$ cat src/hw/rtl/dsl_pkg.sv
// ----------------------------------------------------------------------------
// dsl_pkg
// types, constants and clamp helpers of the duty slew limiter
// ----------------------------------------------------------------------------
`default_nettype none

package dsl_pkg;

  localparam int DUTY_W     = 7;
  localparam int VALUE_W    = 8;
  localparam int SINCE_W    = 16;
  localparam int TICKS_W    = 10;
  localparam int PROD_W     = 17;
  localparam int QUOT_W     = 35;
  localparam int CFG_IDX_W  = 3;
  localparam int CFG_DATA_W = 16;

  localparam logic [DUTY_W-1:0]  DUTY_MAX      = 7'd100;
  localparam logic [DUTY_W-1:0]  DUTY_AT_RESET = 7'd50;
  localparam logic [SINCE_W-1:0] SINCE_SAT     = 16'hFFFF;
  localparam int ROUND_HALF  = 50;
  localparam int RECIP_100   = 167773;
  localparam int RECIP_SHIFT = 24;

  localparam logic [DUTY_W-1:0]  RST_FLOOR    = 7'd0;
  localparam logic [DUTY_W-1:0]  RST_CEILING  = 7'd100;
  localparam logic [DUTY_W-1:0]  RST_STEP     = 7'd1;
  localparam logic [SINCE_W-1:0] RST_INTERVAL = 16'd100;
  localparam logic [TICKS_W-1:0] RST_FULL     = 10'd255;

  typedef enum logic [2:0] {
    CMD_TICK    = 3'd0,
    CMD_SET     = 3'd1,
    CMD_TARGET  = 3'd2,
    CMD_NUDGE   = 3'd3,
    CMD_RECLAMP = 3'd4
  } command_t;

  typedef enum logic [CFG_IDX_W-1:0] {
    REG_FLOOR    = 3'd0,
    REG_CEILING  = 3'd1,
    REG_STEP     = 3'd2,
    REG_INTERVAL = 3'd3,
    REG_FULL     = 3'd4
  } reg_index_t;

  typedef struct packed {
    logic [DUTY_W-1:0]  duty_floor;
    logic [DUTY_W-1:0]  duty_ceiling;
    logic [DUTY_W-1:0]  slew_step;
    logic [SINCE_W-1:0] slew_interval;
    logic [TICKS_W-1:0] full_scale_ticks;
  } cfg_t;

  typedef struct packed {
    logic [DUTY_W-1:0] duty;
    logic [DUTY_W-1:0] target;
  } duty_pair_t;

  function automatic logic [DUTY_W-1:0] cap100(input logic [DUTY_W-1:0] v);
    return (v > DUTY_MAX) ? DUTY_MAX : v;
  endfunction

  // floor first, then ceiling, so the ceiling wins
  function automatic logic [DUTY_W-1:0] clamp_limits(input logic [VALUE_W-1:0] v,
                                                     input logic [DUTY_W-1:0] floor_raw,
                                                     input logic [DUTY_W-1:0] ceil_raw);
    logic [DUTY_W-1:0]  lo;
    logic [DUTY_W-1:0]  hi;
    logic [VALUE_W-1:0] t;
    lo = cap100(floor_raw);
    hi = cap100(ceil_raw);
    t  = v;
    if (t < {1'b0, lo}) t = {1'b0, lo};
    if (t > {1'b0, hi}) t = {1'b0, hi};
    return t[DUTY_W-1:0];
  endfunction

endpackage

`default_nettype wire

$ cat src/hw/rtl/dsl_cfg_regs.sv
// ----------------------------------------------------------------------------
// dsl_cfg_regs
// configuration register bank with plain write port
// ----------------------------------------------------------------------------
`default_nettype none

module dsl_cfg_regs
  import dsl_pkg::*;
(
  input  wire logic                  clk,
  input  wire logic                  rst_n,
  input  wire logic                  cfg_we,
  input  wire logic [CFG_IDX_W-1:0]  cfg_index,
  input  wire logic [CFG_DATA_W-1:0] cfg_wdata,
  output cfg_t                       cfg
);

  cfg_t cfg_r;

  always_ff @(posedge clk) begin
    if (!rst_n) begin
      cfg_r.duty_floor       <= RST_FLOOR;
      cfg_r.duty_ceiling     <= RST_CEILING;
      cfg_r.slew_step        <= RST_STEP;
      cfg_r.slew_interval    <= RST_INTERVAL;
      cfg_r.full_scale_ticks <= RST_FULL;
    end else if (cfg_we) begin
      unique case (reg_index_t'(cfg_index))
        REG_FLOOR:    cfg_r.duty_floor       <= cfg_wdata[DUTY_W-1:0];
        REG_CEILING:  cfg_r.duty_ceiling     <= cfg_wdata[DUTY_W-1:0];
        REG_STEP:     cfg_r.slew_step        <= cfg_wdata[DUTY_W-1:0];
        REG_INTERVAL: cfg_r.slew_interval    <= cfg_wdata[SINCE_W-1:0];
        REG_FULL:     cfg_r.full_scale_ticks <= cfg_wdata[TICKS_W-1:0];
        default: begin
        end
      endcase
    end
  end

  assign cfg = cfg_r;

endmodule

`default_nettype wire

$ cat src/hw/rtl/dsl_core.sv
// ----------------------------------------------------------------------------
// dsl_core
// duty, target and ramp timer state, one command per cycle while no held result blocks it
// ----------------------------------------------------------------------------
`default_nettype none

module dsl_core
  import dsl_pkg::*;
(
  input  wire logic                      clk,
  input  wire logic                      rst_n,
  input  cfg_t                           cfg,
  input  wire logic                      cmd_valid,
  output logic                           cmd_ready,
  input  wire logic [2:0]                cmd_code,
  input  wire logic [VALUE_W-1:0]        cmd_value,
  input  wire logic signed [VALUE_W-1:0] cmd_nudge,
  input  wire logic                      cmd_manual,
  output logic                           res_valid,
  input  wire logic                      res_ready,
  output duty_pair_t                     res
);

  logic [DUTY_W-1:0]  duty_r, duty_nxt;
  logic [DUTY_W-1:0]  target_r, target_nxt;
  logic [SINCE_W-1:0] since_r, since_nxt;
  logic               valid_r;
  duty_pair_t         res_r;
  logic               fire;

  logic [SINCE_W-1:0]      since_inc;
  logic                    ramp_up;
  logic [DUTY_W-1:0]       gap;
  logic [DUTY_W-1:0]       stepped;
  logic signed [VALUE_W:0] nudge_sum;
  logic [VALUE_W-1:0]      nudge_sat;

  assign cmd_ready = !valid_r || res_ready;
  assign fire      = cmd_valid && cmd_ready;

  always_comb begin
    since_inc = (since_r == SINCE_SAT) ? since_r : since_r + 16'd1;
    ramp_up   = target_r > duty_r;
    gap       = ramp_up ? (target_r - duty_r) : (duty_r - target_r);
    if (cfg.slew_step >= gap) begin
      stepped = target_r;
    end else if (ramp_up) begin
      stepped = duty_r + cfg.slew_step;
    end else begin
      stepped = duty_r - cfg.slew_step;
    end

    nudge_sum = $signed({2'b00, duty_r}) + $signed({cmd_nudge[VALUE_W-1], cmd_nudge});
    if (nudge_sum < 0) begin
      nudge_sat = '0;
    end else if (nudge_sum > $signed({2'b00, DUTY_MAX})) begin
      nudge_sat = {1'b0, DUTY_MAX};
    end else begin
      nudge_sat = nudge_sum[VALUE_W-1:0];
    end

    duty_nxt   = duty_r;
    target_nxt = target_r;
    since_nxt  = since_r;
    unique case (command_t'(cmd_code))
      CMD_TICK: begin
        if (!cmd_manual) begin
          target_nxt = duty_r;
          since_nxt  = '0;
        end else if (target_r != duty_r && since_inc >= cfg.slew_interval) begin
          since_nxt = '0;
          duty_nxt  = clamp_limits({1'b0, stepped}, cfg.duty_floor, cfg.duty_ceiling);
        end else begin
          since_nxt = since_inc;
        end
      end
      CMD_SET: begin
        duty_nxt = clamp_limits(cmd_value, cfg.duty_floor, cfg.duty_ceiling);
      end
      CMD_TARGET: begin
        target_nxt = clamp_limits(cmd_value, cfg.duty_floor, cfg.duty_ceiling);
        since_nxt  = cfg.slew_interval;
      end
      CMD_NUDGE: begin
        duty_nxt   = clamp_limits(nudge_sat, cfg.duty_floor, cfg.duty_ceiling);
        target_nxt = duty_nxt;
        since_nxt  = '0;
      end
      CMD_RECLAMP: begin
        duty_nxt = clamp_limits({1'b0, duty_r}, cfg.duty_floor, cfg.duty_ceiling);
      end
      default: begin
      end
    endcase
  end

  always_ff @(posedge clk) begin
    if (!rst_n) begin
      duty_r   <= DUTY_AT_RESET;
      target_r <= DUTY_AT_RESET;
      since_r  <= '0;
      valid_r  <= 1'b0;
    end else begin
      if (fire) begin
        duty_r   <= duty_nxt;
        target_r <= target_nxt;
        since_r  <= since_nxt;
      end
      if (cmd_ready) valid_r <= cmd_valid;
    end
  end

  always_ff @(posedge clk) begin
    if (fire) begin
      res_r.duty   <= duty_nxt;
      res_r.target <= target_nxt;
    end
  end

  assign res_valid = valid_r;
  assign res       = res_r;

endmodule

`default_nettype wire

$ cat src/hw/rtl/dsl_scale.sv
// ----------------------------------------------------------------------------
// dsl_scale
// compare tick scaling: product stage, then divide by one hundred
// ----------------------------------------------------------------------------
`default_nettype none

module dsl_scale
  import dsl_pkg::*;
(
  input  wire logic                 clk,
  input  wire logic                 rst_n,
  input  wire logic [TICKS_W-1:0]   full_scale,
  input  wire logic                 in_valid,
  output logic                      in_ready,
  input  duty_pair_t                in_pair,
  output logic                      out_valid,
  input  wire logic                 out_ready,
  output logic [DUTY_W-1:0]         out_duty,
  output logic [TICKS_W-1:0]        out_ticks,
  output logic [DUTY_W-1:0]         out_target
);

  logic               prod_valid_r;
  logic [PROD_W-1:0]  prod_r;
  duty_pair_t         prod_pair_r;
  logic               res_valid_r;
  logic [TICKS_W-1:0] ticks_r;
  duty_pair_t         res_pair_r;

  logic               res_ready;
  logic               prod_ready;
  logic [PROD_W-1:0]  prod_nxt;
  logic [QUOT_W-1:0]  quot_full;

  assign res_ready  = !res_valid_r || out_ready;
  assign prod_ready = !prod_valid_r || res_ready;
  assign in_ready   = prod_ready;

  // (duty * full_scale + 50) then multiply by 2^24/100 to divide
  assign prod_nxt  = PROD_W'(cap100(in_pair.duty)) * PROD_W'(full_scale)
                   + PROD_W'(ROUND_HALF);
  assign quot_full = QUOT_W'(prod_r) * QUOT_W'(RECIP_100);

  always_ff @(posedge clk) begin
    if (!rst_n) begin
      prod_valid_r <= 1'b0;
      res_valid_r  <= 1'b0;
    end else begin
      if (prod_ready) prod_valid_r <= in_valid;
      if (res_ready)  res_valid_r  <= prod_valid_r;
    end
  end

  always_ff @(posedge clk) begin
    if (prod_ready && in_valid) begin
      prod_r      <= prod_nxt;
      prod_pair_r <= in_pair;
    end
    if (res_ready && prod_valid_r) begin
      ticks_r    <= quot_full[RECIP_SHIFT +: TICKS_W];
      res_pair_r <= prod_pair_r;
    end
  end

  assign out_valid  = res_valid_r;
  assign out_duty   = res_pair_r.duty;
  assign out_target = res_pair_r.target;
  assign out_ticks  = ticks_r;

endmodule

`default_nettype wire

$ cat src/hw/rtl/duty_slew_limiter_unit.sv
// ----------------------------------------------------------------------------
// duty_slew_limiter_unit
// duty keeper with floor/ceiling clamp, manual slew ramp and tick scaling
// ----------------------------------------------------------------------------
// in_* carries one command request: in_tuser holds the command code, in_tdata
// the duty value, the signed nudge step and the manual mode flag.
// out_* returns one result per command: duty, compare ticks and ramp target.
// cfg_* writes the limit, step, interval and full scale registers; write them
// only while no request is in flight.
// the input register loads at the accepting edge; then state update, duty times
// full scale product and reciprocal divide by one hundred take one register each.
// throughput is one request per cycle while out_tready is high, set by the state update.
// reset restores the register defaults, sets duty and target to 50 and
// empties the pipeline.
// when out_tready is low the stages keep filling; in_tready drops once all
// four stages hold a request, and no request is lost or repeated.
// ----------------------------------------------------------------------------
`default_nettype none

module duty_slew_limiter_unit
  import dsl_pkg::*;
(
  input  wire logic                  clk,
  input  wire logic                  rst_n,
  input  wire logic                  in_tvalid,
  output logic                       in_tready,
  input  wire logic [23:0]           in_tdata,   // duty_value, nudge_step, manual_mode
  input  wire logic [2:0]            in_tuser,   // command
  output logic                       out_tvalid,
  input  wire logic                  out_tready,
  output logic [23:0]                out_tdata,  // duty, compare_ticks, ramp_target
  input  wire logic                  cfg_we,
  input  wire logic [CFG_IDX_W-1:0]  cfg_index,
  input  wire logic [CFG_DATA_W-1:0] cfg_wdata
);

  cfg_t                        cfg;
  logic                        in_valid_r;
  logic [2:0]                  code_r;
  logic [VALUE_W-1:0]          value_r;
  logic signed [VALUE_W-1:0]   nudge_r;
  logic                        manual_r;
  logic                        core_ready;
  logic                        core_valid;
  duty_pair_t                  core_pair;
  logic                        scale_ready;
  logic [DUTY_W-1:0]           res_duty;
  logic [TICKS_W-1:0]          res_ticks;
  logic [DUTY_W-1:0]           res_target;

  dsl_cfg_regs u_cfg (
    .clk       (clk),
    .rst_n     (rst_n),
    .cfg_we    (cfg_we),
    .cfg_index (cfg_index),
    .cfg_wdata (cfg_wdata),
    .cfg       (cfg)
  );

  assign in_tready = !in_valid_r || core_ready;

  always_ff @(posedge clk) begin
    if (!rst_n) begin
      in_valid_r <= 1'b0;
    end else if (in_tready) begin
      in_valid_r <= in_tvalid;
    end
  end

  always_ff @(posedge clk) begin
    if (in_tready && in_tvalid) begin
      code_r   <= in_tuser;
      value_r  <= in_tdata[7:0];
      nudge_r  <= $signed(in_tdata[15:8]);
      manual_r <= in_tdata[16];
    end
  end

  dsl_core u_core (
    .clk        (clk),
    .rst_n      (rst_n),
    .cfg        (cfg),
    .cmd_valid  (in_valid_r),
    .cmd_ready  (core_ready),
    .cmd_code   (code_r),
    .cmd_value  (value_r),
    .cmd_nudge  (nudge_r),
    .cmd_manual (manual_r),
    .res_valid  (core_valid),
    .res_ready  (scale_ready),
    .res        (core_pair)
  );

  dsl_scale u_scale (
    .clk        (clk),
    .rst_n      (rst_n),
    .full_scale (cfg.full_scale_ticks),
    .in_valid   (core_valid),
    .in_ready   (scale_ready),
    .in_pair    (core_pair),
    .out_valid  (out_tvalid),
    .out_ready  (out_tready),
    .out_duty   (res_duty),
    .out_ticks  (res_ticks),
    .out_target (res_target)
  );

  assign out_tdata = {res_target, res_ticks, res_duty};

endmodule

`default_nettype wire

$ cat config.mk
export PLATFORM = sky130hd
export DESIGN_NAME = duty_slew_limiter_unit
export DESIGN_NICKNAME = d
export VERILOG_FILES = /design/src/hw/rtl/dsl_pkg.sv /design/src/hw/rtl/dsl_cfg_regs.sv /design/src/hw/rtl/dsl_core.sv /design/src/hw/rtl/dsl_scale.sv /design/src/hw/rtl/duty_slew_limiter_unit.sv
export SDC_FILE = /design/constraint.sdc
export NUM_CORES = 1
export LEC_CHECK = 0
export ABC_AREA = 1
export BUFFER_PORTS_ARGS = -buffer_cell sky130_fd_sc_hd__buf_2
export CAP_MARGIN = 15
export CORE_UTILIZATION = 32
export DETAILED_ROUTE_END_ITERATION = 10
export REMOVE_ABC_BUFFERS = 1
export SLEW_MARGIN = 25
export SYNTH_ARGS = -nofsm -noshare
export SYNTH_HDL_FRONTEND = slang
export SYNTH_SLANG_ARGS = --single-unit
$ cat constraint.sdc
create_clock -name clk -period 7.4 [get_ports clk]
set_input_delay 0.74 -clock clk [delete_from_list [all_inputs] [get_ports clk]]
set_output_delay 0.74 -clock clk [all_outputs]
set_load 0.02 [all_outputs]
-- Word level (Yosys, flattened, before mapping)
Index checks and enable logic that the tools add are counted.
- multiplexer cells: 33
- reduce and logical (&&, ||, !) cells: 22
- equal/unequal tests: 10
- $lt $le $gt $ge: 17
- multiply operators: 2
- add/sub/neg operators: 7
- operators by type and width (kind ; count):
    7-bit two-way mux ; 16
    8-bit two-way mux ; 11
    16-bit two-way mux ; 3
    16-bit case mux with 3 select lines ; 1
    8-bit by 7-bit greater-than comparator with 1-bit output ; 5
    17-bit by 18-bit multiplier with 34-bit output (second input constant) ; 1
    7-bit case mux with 4 select lines ; 1
    7-bit greater-than comparator (second input constant) ; 3
    7-bit case mux with 3 select lines ; 1
    7-bit subtractor ; 3
    17-bit by 6-bit adder with 17-bit output (second input constant) ; 1
    7-bit by 10-bit multiplier with 17-bit output ; 1
    16-bit by 1-bit adder with 16-bit output (second input constant) ; 1
    16-bit == test (second input constant) ; 1
    16-bit >= comparator ; 1
    8-bit by 7-bit less-than comparator with 1-bit output ; 2
    7-bit less-than comparator ; 2
    3-bit by 2-bit == test with 1-bit output (second input constant) ; 4
    2-bit AND reduction ; 6
    8-bit by 8-bit adder with 9-bit output ; 1
    9-bit by 8-bit greater-than comparator with 1-bit output (second input constant) ; 1
    9-bit by 1-bit less-than comparator with 1-bit output (second input constant) ; 1
    7-bit adder ; 1
    7-bit >= comparator ; 1
    other kinds (9) ; 22
- input port bits: 51
- register bits after elaboration: 170
- word-level logic and storage cells: 115

-- Depth between registers and ports, before layout
Gate-level depths: netlist of run 1.
- depth after elaboration: 14
- depth in mapped cells: 46
- gate-level depth less buffers: 44

-- Hierarchy
A second synthesis of run 1 with hierarchy kept.
- cell total of the unflattened synthesis: 2539
- area, all modules: 19531.2 um^2
- modules (own cells, without submodules) (module ; area an instance (um^2) ; times used ; cells each):
    dsl_scale ; 10227.3 ; 1 ; 1191
    dsl_core ; 6779.0 ; 1 ; 1050
    dsl_cfg_regs ; 1873.0 ; 1 ; 271
    duty_slew_limiter_unit ; 651.9 ; 1 ; 27

-- Worst setup path before layout of run 1
OpenSTA, ideal clock, no wires.
- kind: reg2reg
- from: register u_core.duty_r[1]
- to: register u_core.res_r, in the netlist u_core.res[12] (data pin)
- period minus slack after synthesis: 5.955 ns
- arrival: 5.700 ns
- path slack: 1.445 ns
- stages on the path, launching flop included: 40
- setup time: 0.255 ns
- buffers on the path: 2
- cell sequence: dfxtp_1 inv_1 ha_1 a21oi_1 nand2_1 nand4_1 nand3_1 nand2_1 buf_2 o21ai_0 fa_1 o21ai_0 nand2_1 a21boi_0 o21ai_0 nand2_1 o21ai_0 nand2_1 [... 4 more ...] nand2_1 nor2_1 a211oi_1 nand2_1 buf_4 inv_1 nand2_1 and2_1 ha_1 a21o_1 a221o_1 nand2_1 inv_1 a21oi_1 nand2_1 nand2_1 nand3_2 and2_1
- cells in the longest elaborated chain, start to end: 14
- ends and longest elaborated chain (item ; line ; text):
    start, declared ; dsl_core.sv:24 ; logic [DUTY_W-1:0] duty_r, duty_nxt;
    start signal, assigned ; dsl_core.sv:105 ; duty_r <= duty_nxt;
    7-bit subtractor / 7-bit greater-than comparator (equally long branches) ; dsl_core.sv:44, dsl_core.sv:43 ;
    7-bit two-way mux ; dsl_core.sv:44 ; gap = ramp_up ? (target_r - duty_r) : (duty_r - target_r);
    7-bit >= comparator ; dsl_core.sv:45 ; if (cfg.slew_step >= gap) begin
    7-bit two-way mux ; dsl_core.sv:45 ;
    7-bit less-than comparator ; dsl_pkg.sv:74 ; if (t < {1'b0, lo}) t = {1'b0, lo};
    7-bit two-way mux ; dsl_pkg.sv:74 ;
    8-bit two-way mux ; dsl_core.sv:70 ; end else if (target_r != duty_r && since_inc >= cfg.slew_interval) begin
    8-bit two-way mux ; dsl_core.sv:67 ; if (!cmd_manual) begin
    8-bit two-way mux ; dsl_core.sv:65 ; unique case (command_t'(cmd_code))
    8-bit by 7-bit greater-than comparator with 1-bit output ; dsl_pkg.sv:75 ; if (t > {1'b0, hi}) t = {1'b0, hi};
    7-bit two-way mux ; dsl_pkg.sv:75 ;
    7-bit two-way mux ; dsl_core.sv:70 ;
    7-bit two-way mux ; dsl_core.sv:67 ;
    7-bit case mux with 4 select lines * ; dsl_core.sv:65 ;
    net u_core.duty_nxt[5] ; dsl_core.sv:24 ;
    end, declared ; dsl_core.sv:28 ; duty_pair_t res_r;
Mark *: on every way through the listed nets, which the timed path passes. The rest lies on a longest branch. The select of a mux whose other input is x is not followed.
A chain may end at the register's enable or synchronous reset.

-- Final worst setup path of run 1
- from: register u_core.target_r[4]
- to: register u_core.res_r, in the netlist u_core.res[10] (data pin)
- cells in the longest elaborated chain, start to end: 14
- ends and longest elaborated chain (item ; line ; text):
    start, declared ; dsl_core.sv:25 ; logic [DUTY_W-1:0] target_r, target_nxt;
    start signal, assigned ; dsl_core.sv:106 ; target_r <= target_nxt;
    7-bit subtractor / 7-bit greater-than comparator (equally long branches) ; dsl_core.sv:44, dsl_core.sv:43 ;
    7-bit two-way mux ; dsl_core.sv:44 ;
    7-bit >= comparator ; dsl_core.sv:45 ;
    7-bit two-way mux ; dsl_core.sv:45 ;
    7-bit less-than comparator ; dsl_pkg.sv:74 ;
    7-bit two-way mux ; dsl_pkg.sv:74 ;
    8-bit two-way mux ; dsl_core.sv:70 ;
    8-bit two-way mux ; dsl_core.sv:67 ;
    8-bit two-way mux ; dsl_core.sv:65 ;
    8-bit by 7-bit greater-than comparator with 1-bit output ; dsl_pkg.sv:75 ;
    7-bit two-way mux ; dsl_pkg.sv:75 ;
    7-bit two-way mux * ; dsl_core.sv:70 ;
    7-bit two-way mux * ; dsl_core.sv:67 ;
    7-bit case mux with 4 select lines * ; dsl_core.sv:65 ;
    net u_core.duty_nxt[3] ; dsl_core.sv:24 ;
Marks and branches as above.

==> results of run 1 <==
## registers in the layout, indices dropped and copies added (netlist names), 3 cells and up
name and cells:
u_scale.prod_r 17, u_scale.prod_pair_r 14, u_scale.out_target 7, u_core.res 14, u_core.since_r 16, u_core.target_r 7, nudge_r 8, u_scale.out_ticks 10
code_r 3, value_r 8, u_scale.out_duty 7, u_core.duty_r 7, u_cfg.cfg 47
## synth_stat cells (24+ instances only)
library cell  number  area share (%)
a21oi_1          135             3.7
dfxtp_1           81             8.9
edfxtp_1          89              15
fa_1             155              17
ha_1             278              19
inv_1            430             8.9
nand2_1          351             7.2
nand3_1           89             2.4
nor2_1           148             3.1
nor3_1            24            0.66
o21ai_0          110             3.0
xor2_1            36             1.7
## how the worst min path moves through the flow
stage / to / slack (ps) / depth (start not counted)
CTS: value_r[1] / 400 / 1
global placement: u_scale.out_duty[0] / 410 / 0
finish: u_scale.out_duty[1] / 410 / 0
floorplan: u_scale.out_duty[0] / 400 / 0
global route: value_r[0] / 400 / 1
detailed placement: u_scale.out_duty[6] / 410 / 0
## final cells by class
class / count / area (um2) / share of cell area (%)
well taps: 756 / 945.9 / 4.706
multi-input cells: 1528 / 12150 / 60.43
flip-flops and latches: 170 / 4294 / 21.36
clock inverters: 13 / 140.1 / 0.6971
inverters: 441 / 1655 / 8.235
clock buffers: 19 / 454.2 / 2.259
repair buffers: 85 / 465.4 / 2.315
## layout by cell type (no fill, tap or decap), types with 4 or more instances in the layout
| cell type | n |
|---|---|
| o211ai_1 | 20 |
| nand4_2 | 5 |
| buf_4 | 16 |
| xor2_1 | 36 |
| clkinv_2 | 4 |
| nand2_2 | 19 |
| fa_1 | 155 |
| o21ai_0 | 110 |
| nor4_1 | 4 |
| dfxtp_1 | 81 |
| and3_1 | 5 |
| buf_2 | 69 |
| a211oi_1 | 4 |
| ha_1 | 278 |
| mux2i_1 | 4 |
| nand3_1 | 89 |
| clkinv_1 | 6 |
| nand4_1 | 17 |
| a22oi_1 | 18 |
| nor2_1 | 145 |
| inv_2 | 6 |
| a21o_1 | 7 |
| and2_1 | 6 |
| inv_1 | 430 |
| nand2_1 | 351 |
| clkbuf_16 | 18 |
| a21oi_1 | 135 |
| o21bai_1 | 6 |
| o21ai_1 | 14 |
| nor3_1 | 23 |
| edfxtp_1 | 89 |
| xnor2_1 | 15 |
| nand3_2 | 16 |
| a31oi_1 | 10 |
## kinds of logic after synthesis
logic type / count (synthesis) / share of synthesized area [%]
AO/OA/AOI/OAI: 347 / 10.88
XOR/XNOR: 51 / 2.456
flip-flops: 170 / 23.61
AND/OR/NAND/NOR: 693 / 16.91
adder cells (fa/ha/maj): 433 / 36.18
multiplexers: 4 / 0.2201
buffers and inverters: 468 / 9.747
## worst max-delay path: cells and delay by family, from the launching register on
kind            cells  cell delay [ps]
compound gates      8             1640
xor+xnor            1              150
fa+ha+maj           4             1310
buf+inv             5              770
flops               1              490
mux                 1              260
simple gates       15             1870
## through the flow
step / hold WS [ps] / cell area [um2] / setup WS [ps] / std cells
after floorplan: 400.3 / 18070 / 1384 / 2139
after global placement: 405.9 / 19500 / 958.9 / 2980
after detailed placement: 405.6 / 19500 / 784.3 / 2980
after CTS: 400.2 / 20090 / 736.7 / 3012
after global routing: 404.7 / 20100 / 129.2 / 3012
final: 410.3 / 20100 / 619.8 / 3012
## routing by layer
layer	GRT usage (%)	wire, um	vias to the layer above
li1	-	-	7219
met1	20.18	20330	6830
met2	29.26	22690	271
met3	2.813	1562	68
met4	6.196	1362	0
met5	0	0	-
==> results.sh, run 1 <==
export IMPL_status="completed"
export IMPL_rsz0062_at_grt="no"
export IMPL_drv_slew=0
export IMPL_fillers=5794
export IMPL_antenna_found_initial=0
export IMPL_clk_path_buf_depth=2
export IMPL_die_w_um=240.4
export IMPL_routedWlPerCell_um=15.25
export IMPL_clkLatencyLatePin_ps=480
export IMPL_area_growth_pct=10.51
export IMPL_drive_gt1_share_pct=7.890
export IMPL_period_needed_ps=6780
export IMPL_nets=2727
export IMPL_synth_cell_type_count=56
export IMPL_syn_area_per_cell_um2=8.398
export IMPL_fp_dieH_um=240.4
export IMPL_post_route_drc_count=0
export IMPL_coreArea_um2=56280
export IMPL_worst_pin_slew_ps=980.7
export IMPL_overflow=0
export IMPL_ys_flop_type="edfxtp_1"
export IMPL_vias_per_cell=4.777
export IMPL_tns_ps=0
export IMPL_hp_class="reg -> reg"
export IMPL_synth_edf_count=89
export IMPL_synthArstFlopShare_pct=0
export IMPL_netlist_area_um2=18190
export IMPL_crit_start="u_core.target_r[4]"
export IMPL_place_hpwl_um=37850
export IMPL_cts_tree="yes"
export IMPL_first_pass_iters=5
export IMPL_fin_crit_sh_pct=91.62
export IMPL_htree_levels=4
export IMPL_path_common_cell="nand2_1"
export IMPL_cts_root_buf="clkbuf_16"
export IMPL_io_buffers=69
export IMPL_finalHoldViolations=0
export IMPL_slowest_stage="dfxtp_1"
export IMPL_start_util_pct=32.32
export IMPL_cap_violations=0
export IMPL_clkTransAtPathRegs_ps=70
export IMPL_antenna_left=0
export IMPL_cts_hold_buf=0
export IMPL_cp_max_fo=9
export IMPL_skew_ps=9.182
export IMPL_final_setup_viol_count=0
export IMPL_end_kind="flip-flop"
export IMPL_startpoint_type="flip-flop"
export IMPL_routed_wl_um=45940
export IMPL_crit_path_end="u_core.res[10]"
export IMPL_grt_max_degree=70
export IMPL_critPathArrivalTime_ps=6970
export IMPL_drt_iter0_drc=792
export IMPL_utilization_pct=35.72
export IMPL_reg2reg_slack_ps=620
export IMPL_ys_seq_area_share_pct=23.61
export IMPL_antenna_cells=0
export IMPL_path_class="reg -> reg"
export IMPL_gr_usage_all_layers_pct=16.63
export IMPL_reg2reg_to="u_core.res[10]"
export IMPL_grt_pass1_vias=14700
export IMPL_die_area_um2=57800
export IMPL_yosys_warnings=0
export IMPL_cts_setup_buffers=0
export IMPL_slowest_delay_ps=490
export IMPL_r2r_start="u_core.target_r[4]"
export IMPL_required_ps=7590
export IMPL_cts_made_buffers=17
export IMPL_min_from="u_scale.prod_pair_r[8]"
export IMPL_r2r_cells=34
export IMPL_netlist_instances=2166
export IMPL_gp_congestion=0.9198
export IMPL_core_rowCount=87
export IMPL_grt_pass1_wl_um=74800
export IMPL_post_cts_resized=0
export IMPL_cts_sinks=170
export IMPL_io_pins=77
export IMPL_clock_fmax_ghz=0.1475
export IMPL_max_slew_margin_pct=34.55
export IMPL_ys_ff_latch=170
export IMPL_via_count=14390
Power of run 1 is not shown: default switching activity piles up to over one toggle a cycle in this logic, so the estimate is an artifact.
==> run 2: changes to the inputs <==
--- a/config.mk
+++ b/config.mk
@@ -10,6 +10,7 @@
 export CAP_MARGIN = 15
 export CORE_UTILIZATION = 32
 export DETAILED_ROUTE_END_ITERATION = 10
+export PLACE_DENSITY = 0.57
 export REMOVE_ABC_BUFFERS = 1
 export SLEW_MARGIN = 25
 export SYNTH_ARGS = -nofsm -noshare
==> run 2 against run 1 <==
  * Wire length rose by 0.65%
  * Core utilization fell by 0.060 points
  * Critical path type unchanged
  * Register-to-register slack better by 120 ps
  * Maximum frequency is 1.8% higher
  * Cell count decreased by 0.13%
  * Cell area is 0.17% lower
  * Clock skew grew 14 ps
==> results.sh, run 2 (synthesis results as in run 1) <==
export IMPL_overflow=0
export IMPL_fp_dieH_um=240.4
export IMPL_io_pins=77
export IMPL_startpoint_type="flip-flop"
export IMPL_final_cell_mix="inv_1, nand2_1, ha_1, fa_1, nor2_1"
export IMPL_cap_violations=0
export IMPL_gr_usage_all_layers_pct=16.85
export IMPL_vias_per_cell=4.772
export IMPL_reg2reg_slack_ps=740
export IMPL_final_instance_count_excl_fill=3008
export IMPL_hold_path_cell_count=1
export IMPL_tns_ps=0
export IMPL_utilization_pct=35.66
export IMPL_cts_root_buf="clkbuf_16"
export IMPL_cp_max_fo=12
export IMPL_start_util_pct=32.32
export IMPL_slowest_delay_ps=480
export IMPL_status="completed"
export IMPL_pre_cts_slack_ps=647.2
export IMPL_nets=2723
export IMPL_min_from="in_tdata[3]"
export IMPL_max_slew_margin_pct=29.62
export IMPL_drt_iter0_drc=742
export IMPL_slowest_stage="dfxtp_1"
export IMPL_drv_slew=0
export IMPL_top_layer="met4"
export IMPL_final_setup_viol_count=0
export IMPL_path_class="reg -> reg"
export IMPL_r2r_cells=38
export IMPL_io_buffers=69
export IMPL_routed_wl_um=46230
export IMPL_hp_class="in -> reg"
export IMPL_rsz0062_at_grt="no"
export IMPL_cts_setup_buffers=0
export IMPL_coreArea_um2=56280
export IMPL_cts_tree="yes"
export IMPL_holdPathEnd="value_r[3]"
export IMPL_reg2reg_to="u_core.res[9]"
export IMPL_core_rowCount=87
export IMPL_grt_max_degree=70
export IMPL_cts_made_buffers=17
export IMPL_cts_sinks=170
export IMPL_critPathArrivalTime_ps=6860
export IMPL_period_needed_ps=6659
export IMPL_path_common_cell="nand2_1"
export IMPL_fin_crit_sh_pct=89.99
export IMPL_finalHoldViolations=0
export IMPL_antenna_found_initial=0
export IMPL_post_route_drc_count=0
export IMPL_clkTransAtPathRegs_ps=70
export IMPL_dp_cells=2976
export IMPL_skew_ps=23.38
export IMPL_grt_pass1_wl_um=75400
export IMPL_r2r_start="u_core.target_r[1]"
export IMPL_via_count=14350
export IMPL_htree_levels=4
export IMPL_grt_pass1_vias=14670
export IMPL_met3_length_um=1585
export IMPL_route_met2_wl_um=22200
export IMPL_place_hpwl_um=38270
export IMPL_drive_gt1_share_pct=7.860
export IMPL_seqCellArea_um2=4294
export IMPL_multi_input_area_um2=12150
export IMPL_die_area_um2=57800
export IMPL_final_common_cell="inv_1"
export IMPL_end_kind="flip-flop"
export IMPL_clkLatencyLatePin_ps=500
export IMPL_routedWlPerCell_um=15.37
export IMPL_first_pass_iters=5
export IMPL_clk_path_buf_depth=2
export IMPL_gp_congestion=0.9157
export IMPL_largest_reg_flops=47
export IMPL_area_growth_pct=10.32
export IMPL_fillers=5858
export IMPL_clock_fmax_ghz=0.1502
export IMPL_setup_ws_ps=740.9
export IMPL_antenna_left=0
export IMPL_worst_pin_slew_ps=1052
export IMPL_die_w_um=240.4
export IMPL_required_ps=7610
export IMPL_antenna_cells=0
export IMPL_drt_met1_wl_um=20910
[run 2: changes by cell type in the layout (fill, tap and decap cells not counted), sizes merged]
| cell | before | now |
|---|---|---|
| clkinv | 11 | 9 |
| inv | 440 | 444 |
| bufinv | 2 | 0 |
| buf | 85 | 81 |
[run 2: through the flow]
stage / hold WS, ps / cell area (um2)
3_3_place_gp: 403.4 / 19470
2_1_floorplan: 400.3 / 18070
5_1_grt: 395.9 / 20070
4_1_cts: 384.0 / 20050
3_5_place_dp: 404.5 / 19470
6_report: 415.8 / 20070
[run 2: layout make-up]
class                      count  area share, %
tap                          756          4.714
multi-input combinational   1528          60.55
inverter                     441          8.249
sequential                   170          21.40
clock inverter                13         0.6048
clock buffer                  19          2.313
timing repair buffer          81          2.170
[run 2: repair_timing]
item | CTS | global route
hold buffers | 0 | 0
setup endpoints to repair | 0 | 5
resized for setup | 0 | 3
[run 2: critical path, delay by kind of cell (launching register included)]
family / cells / cell delay [ps]
DFF: 1 / 480
adders and majority gates: 4 / 1370
and+or+nand+nor: 22 / 2290
AOI/OAI and AO/OA: 8 / 1710
buffers and inverters: 4 / 500
[run 2: worst max-delay path by stage]
stage	from	to	slack, ps
floorplan	u_core.duty_r[1]	u_core.res[12]	1380
detailed placement	u_core.duty_r[3]	u_core.res[12]	650
global placement	u_core.duty_r[3]	u_core.res[12]	670
global route	u_core.target_r[1]	u_core.duty_r[2]	170
CTS	u_core.duty_r[3]	u_core.res[12]	600
finish	u_core.target_r[1]	u_core.res[9]	740
[run 2: per-layer routing]
metal / vias to the layer above / track usage [%]
met5: - / 0
met4: 0 / 7.547
met3: 83 / 2.491
met2: 266 / 28.75
met1: 6785 / 20.91
li1: 7219 / -
Power of run 2 is left out for the same reason.
